$ cat src/rtl/u2u8_pkg.sv
`timescale 1ns / 1ps
// Shared types, constants and UTF-8 encoding functions for the UTF-16 to UTF-8 transcoder.
// Depends on nothing; every other file in rtl/ imports this package.

package u2u8_pkg;

  // Surrogate ranges and code point constants.
  localparam logic [15:0] HIGH_SURR_LO = 16'hD800;
  localparam logic [15:0] HIGH_SURR_HI = 16'hDBFF;
  localparam logic [15:0] LOW_SURR_LO  = 16'hDC00;
  localparam logic [15:0] LOW_SURR_HI  = 16'hDFFF;
  localparam logic [20:0] REPLACEMENT_CP = 21'h00FFFD;
  localparam logic [20:0] SUPP_BASE      = 21'h010000;
  localparam logic [20:0] TWO_BYTE_MIN   = 21'h000080;
  localparam logic [20:0] THREE_BYTE_MIN = 21'h000800;
  localparam logic [20:0] FOUR_BYTE_MIN  = 21'h010000;

  // UTF-8 lead and continuation markers.
  localparam logic [7:0] LEAD2    = 8'hC0;
  localparam logic [7:0] LEAD3    = 8'hE0;
  localparam logic [7:0] LEAD4    = 8'hF0;
  localparam logic [7:0] CONT     = 8'h80;
  localparam logic [5:0] CONT_MSK = 6'h3F;

  localparam logic [15:0] TALLY_MAX = 16'hFFFF;

  // Default depth of the job queue between the front and back halves.
  localparam int unsigned JOB_FIFO_DEPTH = 2;

  typedef struct packed {
    logic [15:0] code_unit;
    logic        unit_last;
  } unit_t;

  typedef struct packed {
    logic [7:0]  out_byte;
    logic        byte_valid;
    logic        string_end;
    logic [15:0] replaced_count;
  } result_t;

  // One classified code unit: an optional leading U+FFFD, then an optional code
  // point. A job with neither is a bare end of string.
  typedef struct packed {
    logic        rep_first;
    logic        cp_valid;
    logic [20:0] cp;
    logic        last;
    logic [15:0] tally;
  } job_t;

  // Number of UTF-8 bytes for a code point, minus one.
  function automatic logic [1:0] utf8_len_m1(input logic [20:0] cp);
    logic [1:0] n;
    if (cp < TWO_BYTE_MIN) begin
      n = 2'd0;
    end else if (cp < THREE_BYTE_MIN) begin
      n = 2'd1;
    end else if (cp < FOUR_BYTE_MIN) begin
      n = 2'd2;
    end else begin
      n = 2'd3;
    end
    return n;
  endfunction

  // Byte number idx of the UTF-8 form of cp.
  function automatic logic [7:0] utf8_byte(input logic [20:0] cp, input logic [1:0] idx);
    logic [7:0] b;
    logic [1:0] len_m1;
    len_m1 = utf8_len_m1(cp);
    b = 8'h00;
    case (len_m1)
      2'd0: begin
        b = cp[7:0];
      end
      2'd1: begin
        b = (idx == 2'd0) ? (LEAD2 | {3'b000, cp[10:6]}) : (CONT | {2'b00, cp[5:0] & CONT_MSK});
      end
      2'd2: begin
        case (idx)
          2'd0:    b = LEAD3 | {4'b0000, cp[15:12]};
          2'd1:    b = CONT | {2'b00, cp[11:6]};
          default: b = CONT | {2'b00, cp[5:0] & CONT_MSK};
        endcase
      end
      default: begin
        case (idx)
          2'd0:    b = LEAD4 | {5'b00000, cp[20:18]};
          2'd1:    b = CONT | {2'b00, cp[17:12]};
          2'd2:    b = CONT | {2'b00, cp[11:6]};
          default: b = CONT | {2'b00, cp[5:0] & CONT_MSK};
        endcase
      end
    endcase
    return b;
  endfunction

endpackage

$ cat src/rtl/u2u8_front.sv
`timescale 1ns / 1ps
// Front half of the transcoder: pairs surrogates, counts replacements and
// turns each accepted code unit that does not only park a high surrogate into a job. Depends on u2u8_pkg.

module u2u8_front
  import u2u8_pkg::*;
(
  input  logic  clk_i,
  input  logic  rst_ni,
  input  logic  accept_i,
  input  unit_t unit_i,
  output logic  job_push_o,
  output job_t  job_o
);

  logic        held_q, held_d;
  logic [9:0]  held_bits_q, held_bits_d;
  logic [15:0] tally_q, tally_d;

  logic        is_high, is_low, fresh;
  logic [1:0]  reps;
  logic [16:0] tally_sum;
  logic [15:0] tally_sat;
  job_t        job;

  always_comb begin
    is_high = (unit_i.code_unit >= HIGH_SURR_LO) && (unit_i.code_unit <= HIGH_SURR_HI);
    is_low  = (unit_i.code_unit >= LOW_SURR_LO) && (unit_i.code_unit <= LOW_SURR_HI);
    fresh       = 1'b1;
    reps        = 2'd0;
    held_d      = held_q;
    held_bits_d = held_bits_q;
    job         = '0;
    job.last    = unit_i.unit_last;

    if (held_q) begin
      held_d      = 1'b0;
      held_bits_d = '0;
      if (is_low) begin
        job.cp       = SUPP_BASE + {1'b0, held_bits_q, unit_i.code_unit[9:0]};
        job.cp_valid = 1'b1;
        fresh        = 1'b0;
      end else begin
        job.rep_first = 1'b1;
        reps          = 2'd1;
      end
    end

    if (fresh) begin
      if (is_high) begin
        if (unit_i.unit_last) begin
          job.cp       = REPLACEMENT_CP;
          job.cp_valid = 1'b1;
          reps         = reps + 2'd1;
        end else begin
          held_d      = 1'b1;
          held_bits_d = unit_i.code_unit[9:0];
        end
      end else if (is_low) begin
        job.cp       = REPLACEMENT_CP;
        job.cp_valid = 1'b1;
        reps         = reps + 2'd1;
      end else if (!(unit_i.unit_last && (unit_i.code_unit == 16'h0000))) begin
        job.cp       = {5'b00000, unit_i.code_unit};
        job.cp_valid = 1'b1;
      end
    end

    tally_sum = {1'b0, tally_q} + {15'b0, reps};
    tally_sat = tally_sum[16] ? TALLY_MAX : tally_sum[15:0];
    job.tally = tally_sat;
    tally_d   = unit_i.unit_last ? '0 : tally_sat;
  end

  assign job_o      = job;
  assign job_push_o = accept_i && (job.rep_first || job.cp_valid || job.last);

  always_ff @(posedge clk_i or negedge rst_ni) begin
    if (!rst_ni) begin
      held_q      <= 1'b0;
      held_bits_q <= '0;
      tally_q     <= '0;
    end else if (accept_i) begin
      held_q      <= held_d;
      held_bits_q <= held_bits_d;
      tally_q     <= tally_d;
    end
  end

endmodule

$ cat src/rtl/u2u8_fifo.sv
`timescale 1ns / 1ps
// Short job queue between the front and back halves of the transcoder.
// Depends on u2u8_pkg for the job type.

module u2u8_fifo
  import u2u8_pkg::*;
#(
  parameter int unsigned Depth = JOB_FIFO_DEPTH
) (
  input  logic clk_i,
  input  logic rst_ni,
  input  logic push_i,
  input  job_t data_i,
  input  logic pop_i,
  output job_t data_o,
  output logic valid_o,
  output logic full_o
);

  localparam int unsigned PtrW = (Depth > 1) ? $clog2(Depth) : 1;
  localparam int unsigned CntW = $clog2(Depth + 1);
  localparam logic [PtrW-1:0] LastPtr = PtrW'(Depth - 1);
  localparam logic [CntW-1:0] DepthCnt = CntW'(Depth);

  job_t            mem_q [Depth];
  logic [PtrW-1:0] wr_ptr_q, rd_ptr_q;
  logic [CntW-1:0] count_q;
  logic            do_push, do_pop;

  assign valid_o = (count_q != '0);
  assign full_o  = (count_q == DepthCnt);
  assign data_o  = mem_q[rd_ptr_q];
  assign do_push = push_i && !full_o;
  assign do_pop  = pop_i && valid_o;

  always_ff @(posedge clk_i) begin
    if (do_push) begin
      mem_q[wr_ptr_q] <= data_i;
    end
  end

  always_ff @(posedge clk_i or negedge rst_ni) begin
    if (!rst_ni) begin
      wr_ptr_q <= '0;
      rd_ptr_q <= '0;
      count_q  <= '0;
    end else begin
      if (do_push) begin
        wr_ptr_q <= (wr_ptr_q == LastPtr) ? '0 : wr_ptr_q + 1'b1;
      end
      if (do_pop) begin
        rd_ptr_q <= (rd_ptr_q == LastPtr) ? '0 : rd_ptr_q + 1'b1;
      end
      if (do_push && !do_pop) begin
        count_q <= count_q + 1'b1;
      end else if (do_pop && !do_push) begin
        count_q <= count_q - 1'b1;
      end
    end
  end

endmodule

$ cat src/rtl/u2u8_back.sv
`timescale 1ns / 1ps
// Back half of the transcoder: walks each job one UTF-8 byte per cycle into
// an output register while it is empty or popped. Depends on u2u8_pkg.

module u2u8_back
  import u2u8_pkg::*;
(
  input  logic    clk_i,
  input  logic    rst_ni,
  input  logic    job_valid_i,
  input  job_t    job_i,
  output logic    job_pop_o,
  input  logic    pop_i,
  output logic    empty_o,
  output result_t result_o
);

  logic       out_valid_q;
  result_t    out_q, out_d;
  logic [1:0] idx_q;
  logic       rep_done_q;

  logic       load;
  logic       in_rep;
  logic       bare;
  logic [20:0] cur_cp;
  logic       phase_end;
  logic       job_end;

  assign load   = job_valid_i && (!out_valid_q || pop_i);
  assign in_rep = job_i.rep_first && !rep_done_q;
  assign bare   = !job_i.rep_first && !job_i.cp_valid;
  assign cur_cp = in_rep ? REPLACEMENT_CP : job_i.cp;

  always_comb begin
    phase_end = bare || (idx_q == utf8_len_m1(cur_cp));
    job_end   = phase_end && !(in_rep && job_i.cp_valid);
    out_d                = '0;
    out_d.byte_valid     = !bare;
    out_d.out_byte       = bare ? 8'h00 : utf8_byte(cur_cp, idx_q);
    out_d.string_end     = job_end && job_i.last;
    out_d.replaced_count = (job_end && job_i.last) ? job_i.tally : 16'h0000;
  end

  assign job_pop_o = load && job_end;
  assign empty_o   = !out_valid_q;
  assign result_o  = out_q;

  always_ff @(posedge clk_i) begin
    if (load) begin
      out_q <= out_d;
    end
  end

  always_ff @(posedge clk_i or negedge rst_ni) begin
    if (!rst_ni) begin
      out_valid_q <= 1'b0;
      idx_q       <= '0;
      rep_done_q  <= 1'b0;
    end else begin
      if (load) begin
        out_valid_q <= 1'b1;
      end else if (pop_i) begin
        out_valid_q <= 1'b0;
      end
      if (load) begin
        if (job_end) begin
          idx_q      <= '0;
          rep_done_q <= 1'b0;
        end else if (phase_end) begin
          idx_q      <= '0;
          rep_done_q <= 1'b1;
        end else begin
          idx_q <= idx_q + 2'd1;
        end
      end
    end
  end

endmodule

$ cat src/rtl/utf16_to_utf8_transcoder.sv
`timescale 1ns / 1ps
// Top level of the UTF-16 to UTF-8 transcoder: front, job queue and back.
// Depends on u2u8_pkg, u2u8_front, u2u8_fifo and u2u8_back.
//
//   Channel   Handshake            Payload     Direction
//   input     push / full          unit_i      in   (one UTF-16 code unit)
//   result    empty / pop          result_o    out  (one UTF-8 byte or end marker)
//
// A code unit is classified in the cycle it is accepted and, unless it only
// parks a high surrogate, leaves one job in the queue. The first byte of that
// job reaches the result ports through the queue and then the output register.
// The back then sends one request per cycle unless the result stalls: 1 to 3 for
// a typical unit, 4 for a pair, and up to 6 when a broken pair puts U+FFFD
// ahead of a three-byte character or a second replacement; the byte-per-cycle
// output register sets the rate. Reset clears the held surrogate, the tally,
// the queue and the output valid flag. A stalled result holds; the front keeps
// accepting until the queue fills.

module utf16_to_utf8_transcoder
  import u2u8_pkg::*;
#(
  parameter int unsigned JobDepth = JOB_FIFO_DEPTH
) (
  input  logic    clk_i,
  input  logic    rst_ni,
  input  logic    push,
  output logic    full,
  input  unit_t   unit_i,
  output logic    empty,
  input  logic    pop,
  output result_t result_o
);

  logic accept;
  logic job_push;
  job_t job_in;
  job_t job_head;
  logic job_valid;
  logic job_pop;

  // A request is taken whenever the queue has room; units that only park a
  // high surrogate push nothing but are still accepted.
  assign accept = push && !full;

  u2u8_front u_front (
    .clk_i      (clk_i),
    .rst_ni     (rst_ni),
    .accept_i   (accept),
    .unit_i     (unit_i),
    .job_push_o (job_push),
    .job_o      (job_in)
  );

  u2u8_fifo #(
    .Depth (JobDepth)
  ) u_fifo (
    .clk_i   (clk_i),
    .rst_ni  (rst_ni),
    .push_i  (job_push),
    .data_i  (job_in),
    .pop_i   (job_pop),
    .data_o  (job_head),
    .valid_o (job_valid),
    .full_o  (full)
  );

  u2u8_back u_back (
    .clk_i       (clk_i),
    .rst_ni      (rst_ni),
    .job_valid_i (job_valid),
    .job_i       (job_head),
    .job_pop_o   (job_pop),
    .pop_i       (pop),
    .empty_o     (empty),
    .result_o    (result_o)
  );

`ifndef NO_ASSERTIONS
  // A job with no bytes to send only ever closes a string.
  assert property (@(posedge clk_i) disable iff (!rst_ni)
    (job_valid && !job_head.rep_first && !job_head.cp_valid) |-> job_head.last)
    else $error("empty job that does not end a string");

  // A bare end marker is always the final request of its string.
  assert property (@(posedge clk_i) disable iff (!rst_ni)
    (!empty && !result_o.byte_valid) |-> result_o.string_end)
    else $error("bare marker without string end");

  // The replacement count only appears on the final request of a string.
  assert property (@(posedge clk_i) disable iff (!rst_ni)
    (!empty && !result_o.string_end) |-> (result_o.replaced_count == 16'h0000))
    else $error("replacement count outside string end");

  // The front never pushes into a full queue, since it only works on accepted units.
  assert property (@(posedge clk_i) disable iff (!rst_ni)
    job_push |-> !full)
    else $error("job pushed into full queue");
`endif

endmodule
$ cat config.mk
export PLATFORM = sky130hd
export DESIGN_NAME = utf16_to_utf8_transcoder
export DESIGN_NICKNAME = d
export VERILOG_FILES = /design/src/rtl/u2u8_pkg.sv /design/src/rtl/u2u8_front.sv /design/src/rtl/u2u8_fifo.sv /design/src/rtl/u2u8_back.sv /design/src/rtl/utf16_to_utf8_transcoder.sv
export SDC_FILE = /design/constraint.sdc
export NUM_CORES = 1
export LEC_CHECK = 0
export BUFFER_PORTS_ARGS = -buffer_cell sky130_fd_sc_hd__buf_2
export CAP_MARGIN = 20
export CORE_MARGIN = 2
export CORE_UTILIZATION = 42
export CTS_BUF_LIST = sky130_fd_sc_hd__clkbuf_4
export DETAILED_ROUTE_END_ITERATION = 8
export GPL_TIMING_DRIVEN = 0
export PLACE_DENSITY_LB_ADDON = 0.05
export SETUP_SLACK_MARGIN = 0.2
export SLEW_MARGIN = 20
export SYNTH_ARGS = -nofsm -noshare
export SYNTH_HDL_FRONTEND = slang
export SYNTH_SLANG_ARGS = --single-unit
$ cat constraint.sdc
create_clock -name clk_i -period 4.7 [get_ports clk_i]
set_input_delay 0.705 -clock clk_i [delete_from_list [all_inputs] [get_ports clk_i]]
set_output_delay 0.705 -clock clk_i [all_outputs]
set_load 0.02 [all_outputs]
# Word-level counts from Yosys, hierarchy flattened
# Memories as Yosys holds them, arrays and structs flattened.
# Cells that the tools add are included.
word_totals:
  reg_bits: 61
  ramBits: 80
  input_bits: 21
  out_inout_bits: 28
  word_cells: 116
  n_memories: 1
classes:
  addsub: 8
  magnitude_cmp: 7
  n_eq_ne: 6
  muxes: 44
  reduce_logical: 37
memory_table:
  columns: ["memory", "words", "width", "rd", "rd_clocked_by_memory_dff", "write_ports", "line", "text"]
  rows:
  - ["u_fifo.mem_q", 2, 40, 1, 0, 1, "u2u8_fifo.sv:25", "job_t mem_q [Depth];"]
ops:
  columns: ["operator", "n"]
  rows:
  - ["$mux 22", 6]
  - ["$mux 10", 4]
  - ["$ge 16x16->1 const B", 2]
  - ["$le 16x16->1 const B", 2]
  - ["$mux 16", 2]
  - ["$pmux 8 s3", 1]
  - ["$mux 23", 1]
  - ["$mux 2", 11]
  - ["$add 17x20->21 const A", 1]
  - ["$lt 21x12->1 const B", 1]
  - ["$lt 21x17->1 const B", 1]
  - ["$lt 21x8->1 const B", 1]
  - ["$mux 21", 1]
  - ["$pmux 7 s3", 1]
  - ["$add 16x2->17", 1]
  - ["$logic_and 1x1->1", 16]
  - ["$logic_not 16->1", 1]
  - ["$mux 1", 15]
  - ["$pmux 7 s2", 1]
  - ["$logic_not 1->1", 9]
  - ["$reduce_bool 2->1", 4]
  - ["$mux 7", 1]
  - ["$add 2x1->2 const B", 3]
  - ["$eq 2x2->1 const B", 3]
  - ["other kinds (7)", 13]

# Logic depth before layout (Yosys ltp)
depth:
  word_depth: 16
  ltp_mapped: 16
  mapped_depth_nobuf: 16

# Modules after synthesis
# A second synthesis with hierarchy kept.
hier_totals:
  cells_unflattened: 594
  hier_area_um2: 7214.4
by_module_without_submodules:
  columns: ["mod", "instances", "cells_per_inst", "area_per_inst_um2", "seq_area_each_um2"]
  rows:
  - ["u2u8_fifo", 1, 144, 3290.7, 2502.4]
  - ["u2u8_front", 1, 252, 1983.2, 675.6]
  - ["u2u8_back", 1, 197, 1926.8, 880.8]
  - ["utf16_to_utf8_transcoder", 1, 1, 13.8, 0.0]

# Worst setup path after synthesis
# OpenSTA, ideal clock, no wires.
synth_path:
  path_type: "input port to flip-flop"
  from: "input unit_i[12] (netlist name)"
  to: "register u_front.tally_q[8]"
  setup_ns: 0.077
  arrival_ns: 3.848
  t_required_ns: 4.623
  setup_slack_ns: 0.775
  stages: 16
  path_buffers: 1
  cell_sequence: "nor2b_1 > and4_1 > a21oi_1 > ha_1 > o211ai_1 > o21ai_0 > ha_1 > inv_1 > fa_1 > and4b_1 > nand2_1 > nor3_2 > nand2_1 > clkbuf_1 > a31o_2 > a21oi_1"
synth_via:
  elab_chain_cells: 11
  elab_cells_between_ends: 18
  classes_between: "add/sub: 2; order compare: 4; mux: 10; reduce/logical: 2"
synth_rtl:
  columns: ["element", "line", "text"]
  rows:
  - ["start: declaration", "utf16_to_utf8_transcoder.sv:28", "input unit_t unit_i,"]
  - ["$ge 16x16->1 / $le 16x16->1 (equally long branches)", "u2u8_front.sv:28", "is_low = (unit_i.code_unit >= LOW_SURR_LO) && (unit_i.code_unit <= LOW_SURR_HI);"]
  - ["$logic_and 1x1->1", "u2u8_front.sv:28", null]
  - ["$mux 1", "u2u8_front.sv:39", "if (is_low) begin"]
  - ["$mux 2", "u2u8_front.sv:36", "if (held_q) begin"]
  - ["$add 2x1->2", "u2u8_front.sv:54, u2u8_front.sv:62", null]
  - ["$mux 2, on equally long branches", "u2u8_front.sv:59, u2u8_front.sv:51", null]
  - ["$mux 2", "u2u8_front.sv:50", "if (is_high) begin"]
  - ["$mux 2 (*)", "u2u8_front.sv:49", "if (fresh) begin"]
  - ["$add 16x2->17 (*)", "u2u8_front.sv:69", "tally_sum = {1'b0, tally_q} + {15'b0, reps};"]
  - ["$mux 16 (*)", "u2u8_front.sv:70", "tally_sat = tally_sum[16] ? TALLY_MAX : tally_sum[15:0];"]
  - ["$mux 16 (*)", "u2u8_front.sv:72", "tally_d = unit_i.unit_last ? '0 : tally_sat;"]
  - ["end signal: assignment", "u2u8_front.sv:86", "tally_q <= tally_d;"]
  - ["end: declaration", "u2u8_front.sv:18", "logic [15:0] tally_q, tally_d;"]
# Mark *: on every way between the ends. The rest lies on a longest branch, timed or not.
# A chain may end at the register's enable or synchronous reset.

==> impl_metrics.csv <==
group,metric,value,unit
cells_and_area,layout-drive-gt1-share,0.182,
cells_and_area,layout_commonest_cell,"edfxtp_1",
power_and_ir_drop,clkPwrFrac,0.200,
global_routing,grt_pass1_wl,25600,microns
power_and_ir_drop,irDropWorstVdd,0.198,mV
synth,synth-async-reset-ratio,0.248,
cells_and_area,num-nets-final,706,
die,die_w,133,microns
die,coreArea,16400,sq um
drt,ant_nets,0,
timing,worst_slack,0.557,ns
power_and_ir_drop,p_total,4.44,mW
run_status,status,"finished clean",
synth,yosys.cell_types.count,65,
placement,gp_congestion,0.817,
die,num_rows,47,
power_and_ir_drop,seqPwrFrac,0.412,
global_routing,antenna_found_initial,1,
critical_path,critPathMaxStageDelay,0.48,ns
clocking,tritoncts,"built",
synth,synth_top_area_cell,"edfxtp_1",
global_routing,gr-total-overflow,0,
cells_and_area,final_core_util,0.484,
timing,slew_headroom,0.409,
synth,synth_top_area_frac,0.455,
global_routing,grt_max_degree,36,
cells_and_area,multi_input_area,2680,sq um
power_and_ir_drop,p_int,2.78,mW
drt,wl,16000,microns
timing,tns,0,ns
drt,drtIter0Drc,380,
die,die_h,133,microns
cells_and_area,area_growth_syn_to_layout,13.5,%
timing,worstMarginPinSlew,0.886,ns
timing,finalCriticalPeriod,4.14,ns
synth,synth_cells,600,
critical_path,path_cells,"buf_2 -> nor2b_1 -> and4_1 -> a21oi_1 -> ha_1 -> o211ai_1 -> o21ai_0 -> ha_1 -> inv_1 -> fa_1 -> and4b_1 -> nand2_1 -> nor3_4 -> nand2_1 -> clkbuf_1 -> clkbuf_2 -> nand2_1",
drt,vias,4805,
critical_path,startpoint_type,"primary input",
timing,rsz0062_at_grt,"false",
global_routing,grt_usage,0.189,
synth,ys_seq_area_frac,0.580,
critical_path,cp.required,5.09,ns
placement,place_area,7600,sq um
timing,setup_viol,0,
critical_path,rr_endpoint,"u_fifo.mem_q[1][6]",
worst_hold_path,min_path_type,"primary input to asynchronous set/reset pin",
flow_run,maxCapViolations,0,
drt,drc,0,
placement,hpwl,11600,microns
critical_path,arrival,4.53,ns
critical_path,r2r_slack,0.57,ns
timing,report.final.slew_viol_count,0,
clocking,clk_transition_reported_paths,0.13,ns
synth,synth-main-ff-cell,"edfxtp_1",
synth,synth-edff-count,106,
die,initial_utilization,0.426,
drt,vias_per_cell,5.31,
synth,synth_nets,636,
critical_path,worst_setup_path_end_kind,"flop",
cells_and_area,final_cell_mix,"edfxtp_1 (106), nand2_1 (72), buf_2 (54)",
power_and_ir_drop,power_density,559,nW/um^2
critical_path,path_common_cell,"nand2_1",
drt,wl_per_cell,17.7,microns
critical_path,r2r-start,"u_front.held_q",
power_and_ir_drop,sw_frac_of_total,0.375,
clocking,cts_buffers,17,
synth,synth-seq-cells,141,
synth,netlist_area,7000,sq um
timing,hold_violations,0,
critical_path,worstSetupEndpoint,"u_fifo.mem_q[1][6]",
global_routing,grt_pass1_vias,4655,
power_and_ir_drop,p_comb_frac,0.388,
clocking,clockBufferDepth,2,
drt,dr.pass1.iters,6,
cells_and_area,seq_area,4060,sq um
critical_path,crit_fanout,10,
clocking,ctsRootBufferMaster,"clkbuf_4",
clocking,clock_latency,0.55,ns
critical_path,worstRegToRegCells,16,
power_and_ir_drop,leakagePower,3.14,nW
placement,port_buffers,48,
placement,pre_cts_ws,-0.0579,ns
synth,ys_warn_count,0,
critical_path,crit_path_start,"unit_i[12]",
clocking,cts_hold_buf,0,
clocking,cts.sinks,141,
critical_path,crit_slowest_cell,"fa_1",
die,io_pins,49,
critical_path,crit_type,"primary input to flop",
power_and_ir_drop,power_switching,1.66,mW
synth,synth_area_leaders,"edfxtp_1 (45%), dfrtp_1 (13%), mux2i_1 (3.9%)",
timing,max_freq,241,MHz
die,die_area,17700,sq um
clocking,htreeDepth,4,
timing,fin_skew,0.0197,ns
cells_and_area,fillers,1528,
cells_and_area,final_area,7940,sq um
timing,fin_crit_sh,0.881,
synth,syn-mean-instance-area,11.7,sq um
[worst max-delay path: cells and delay by family]
| kind | cells | cell delay [ns] |
|---|---|---|
| buffers and inverters | 4 | 0.69 |
| AND/OR/NAND/NOR | 7 | 1.73 |
| AO/OA/AOI/OAI | 3 | 0.38 |
| adder cells (fa/ha/maj) | 3 | 1.02 |
[layer usage]
metal  global-route usage  vias up  wire (microns)
met1                0.287     2322            8240
li1                     -     2360               -
met3               0.0398       12             647
met5                    0        -               0
met2                0.274      111            6970
met4               0.0496        0             188
[stage by stage]
stage,std cells,hold WS [ns]
global route,905,0.288
global placement,868,0.471
detailed placement,871,0.492
floorplan,600,0.409
CTS,903,0.260
finish,905,0.248
[state kept, by name, indices dropped and copies added (netlist names), 2 cells and up]
name / count
u_fifo.mem_q: 80
u_front.held_bits_q: 10
u_back.idx_q: 2
u_front.tally_q: 16
u_fifo.count_q: 2
u_back.result_o: 26
[worst min path at each step]
stage,startpoint,to,slack [ns]
finish,rst_ni,u_back.idx_q[1],0.25
global route,rst_ni,u_back.idx_q[1],0.29
CTS,rst_ni,u_back.idx_q[1],0.26
detailed placement,u_back.out_valid_q,u_back.out_valid_q,0.49
global placement,u_fifo.wr_ptr_q,u_fifo.wr_ptr_q,0.47
floorplan,rst_ni,u_back.idx_q[0],0.41
[power groups by stage]
stage               Clock [mW]  Combinational [mW]  Sequential, mW
floorplan                    0                1.08            1.97
global placement             0                1.66            1.86
detailed placement           0                1.72            1.86
CTS                      0.916                1.73            1.83
global route             0.965                1.90            1.86
finish                   0.890                1.72            1.83
[final cells by class]
type / instances / area share
Tap cell: 220 / 0.0347
Timing Repair Buffer: 51 / 0.0406
Buffer: 34 / 0.0211
Multi-Input combinational cell: 396 / 0.337
Inverter: 29 / 0.0137
Antenna cell: 2 / 0.000630
Clock inverter: 14 / 0.0241
Clock buffer: 18 / 0.0170
Sequential cell: 141 / 0.511
[synth_stat cells (3+ instances only)]
cell	instances
a211oi_1	3
a21oi_1	33
a222oi_1	3
a22o_1	4
a31o_2	3
a31oi_1	8
a32o_1	3
a41oi_1	4
and2_1	3
and4_1	5
buf_2	6
clkbuf_1	23
dfrtp_1	35
edfxtp_1	106
ha_1	14
inv_1	29
mux2_2	6
mux2i_1	27
nand2_1	72
nand2b_1	5
nand3_1	12
nand4_1	4
nor2_1	49
nor2b_1	8
nor3_1	5
nor3b_1	7
nor3b_2	10
nor4_1	6
o21ai_0	32
o22a_1	10
o32ai_1	5
or3_1	3
xnor2_1	7
xor2_1	11
[repair_timing]
item                                    in CTS  in global routing
buffers inserted                             0                  0
endpoints found under the setup margin       0                 22
resized for setup                            0                  2
[cells by family after synthesis]
group | share of synthesized area
AND/OR/NAND/NOR | 0.146
flip-flops | 0.580
AO/OA/AOI/OAI | 0.136
buffers and inverters | 0.0393
multiplexers | 0.0483
XOR/XNOR | 0.0225
adder cells (fa/ha/maj) | 0.0279
Note: power is estimated with default switching activity, not from simulation.
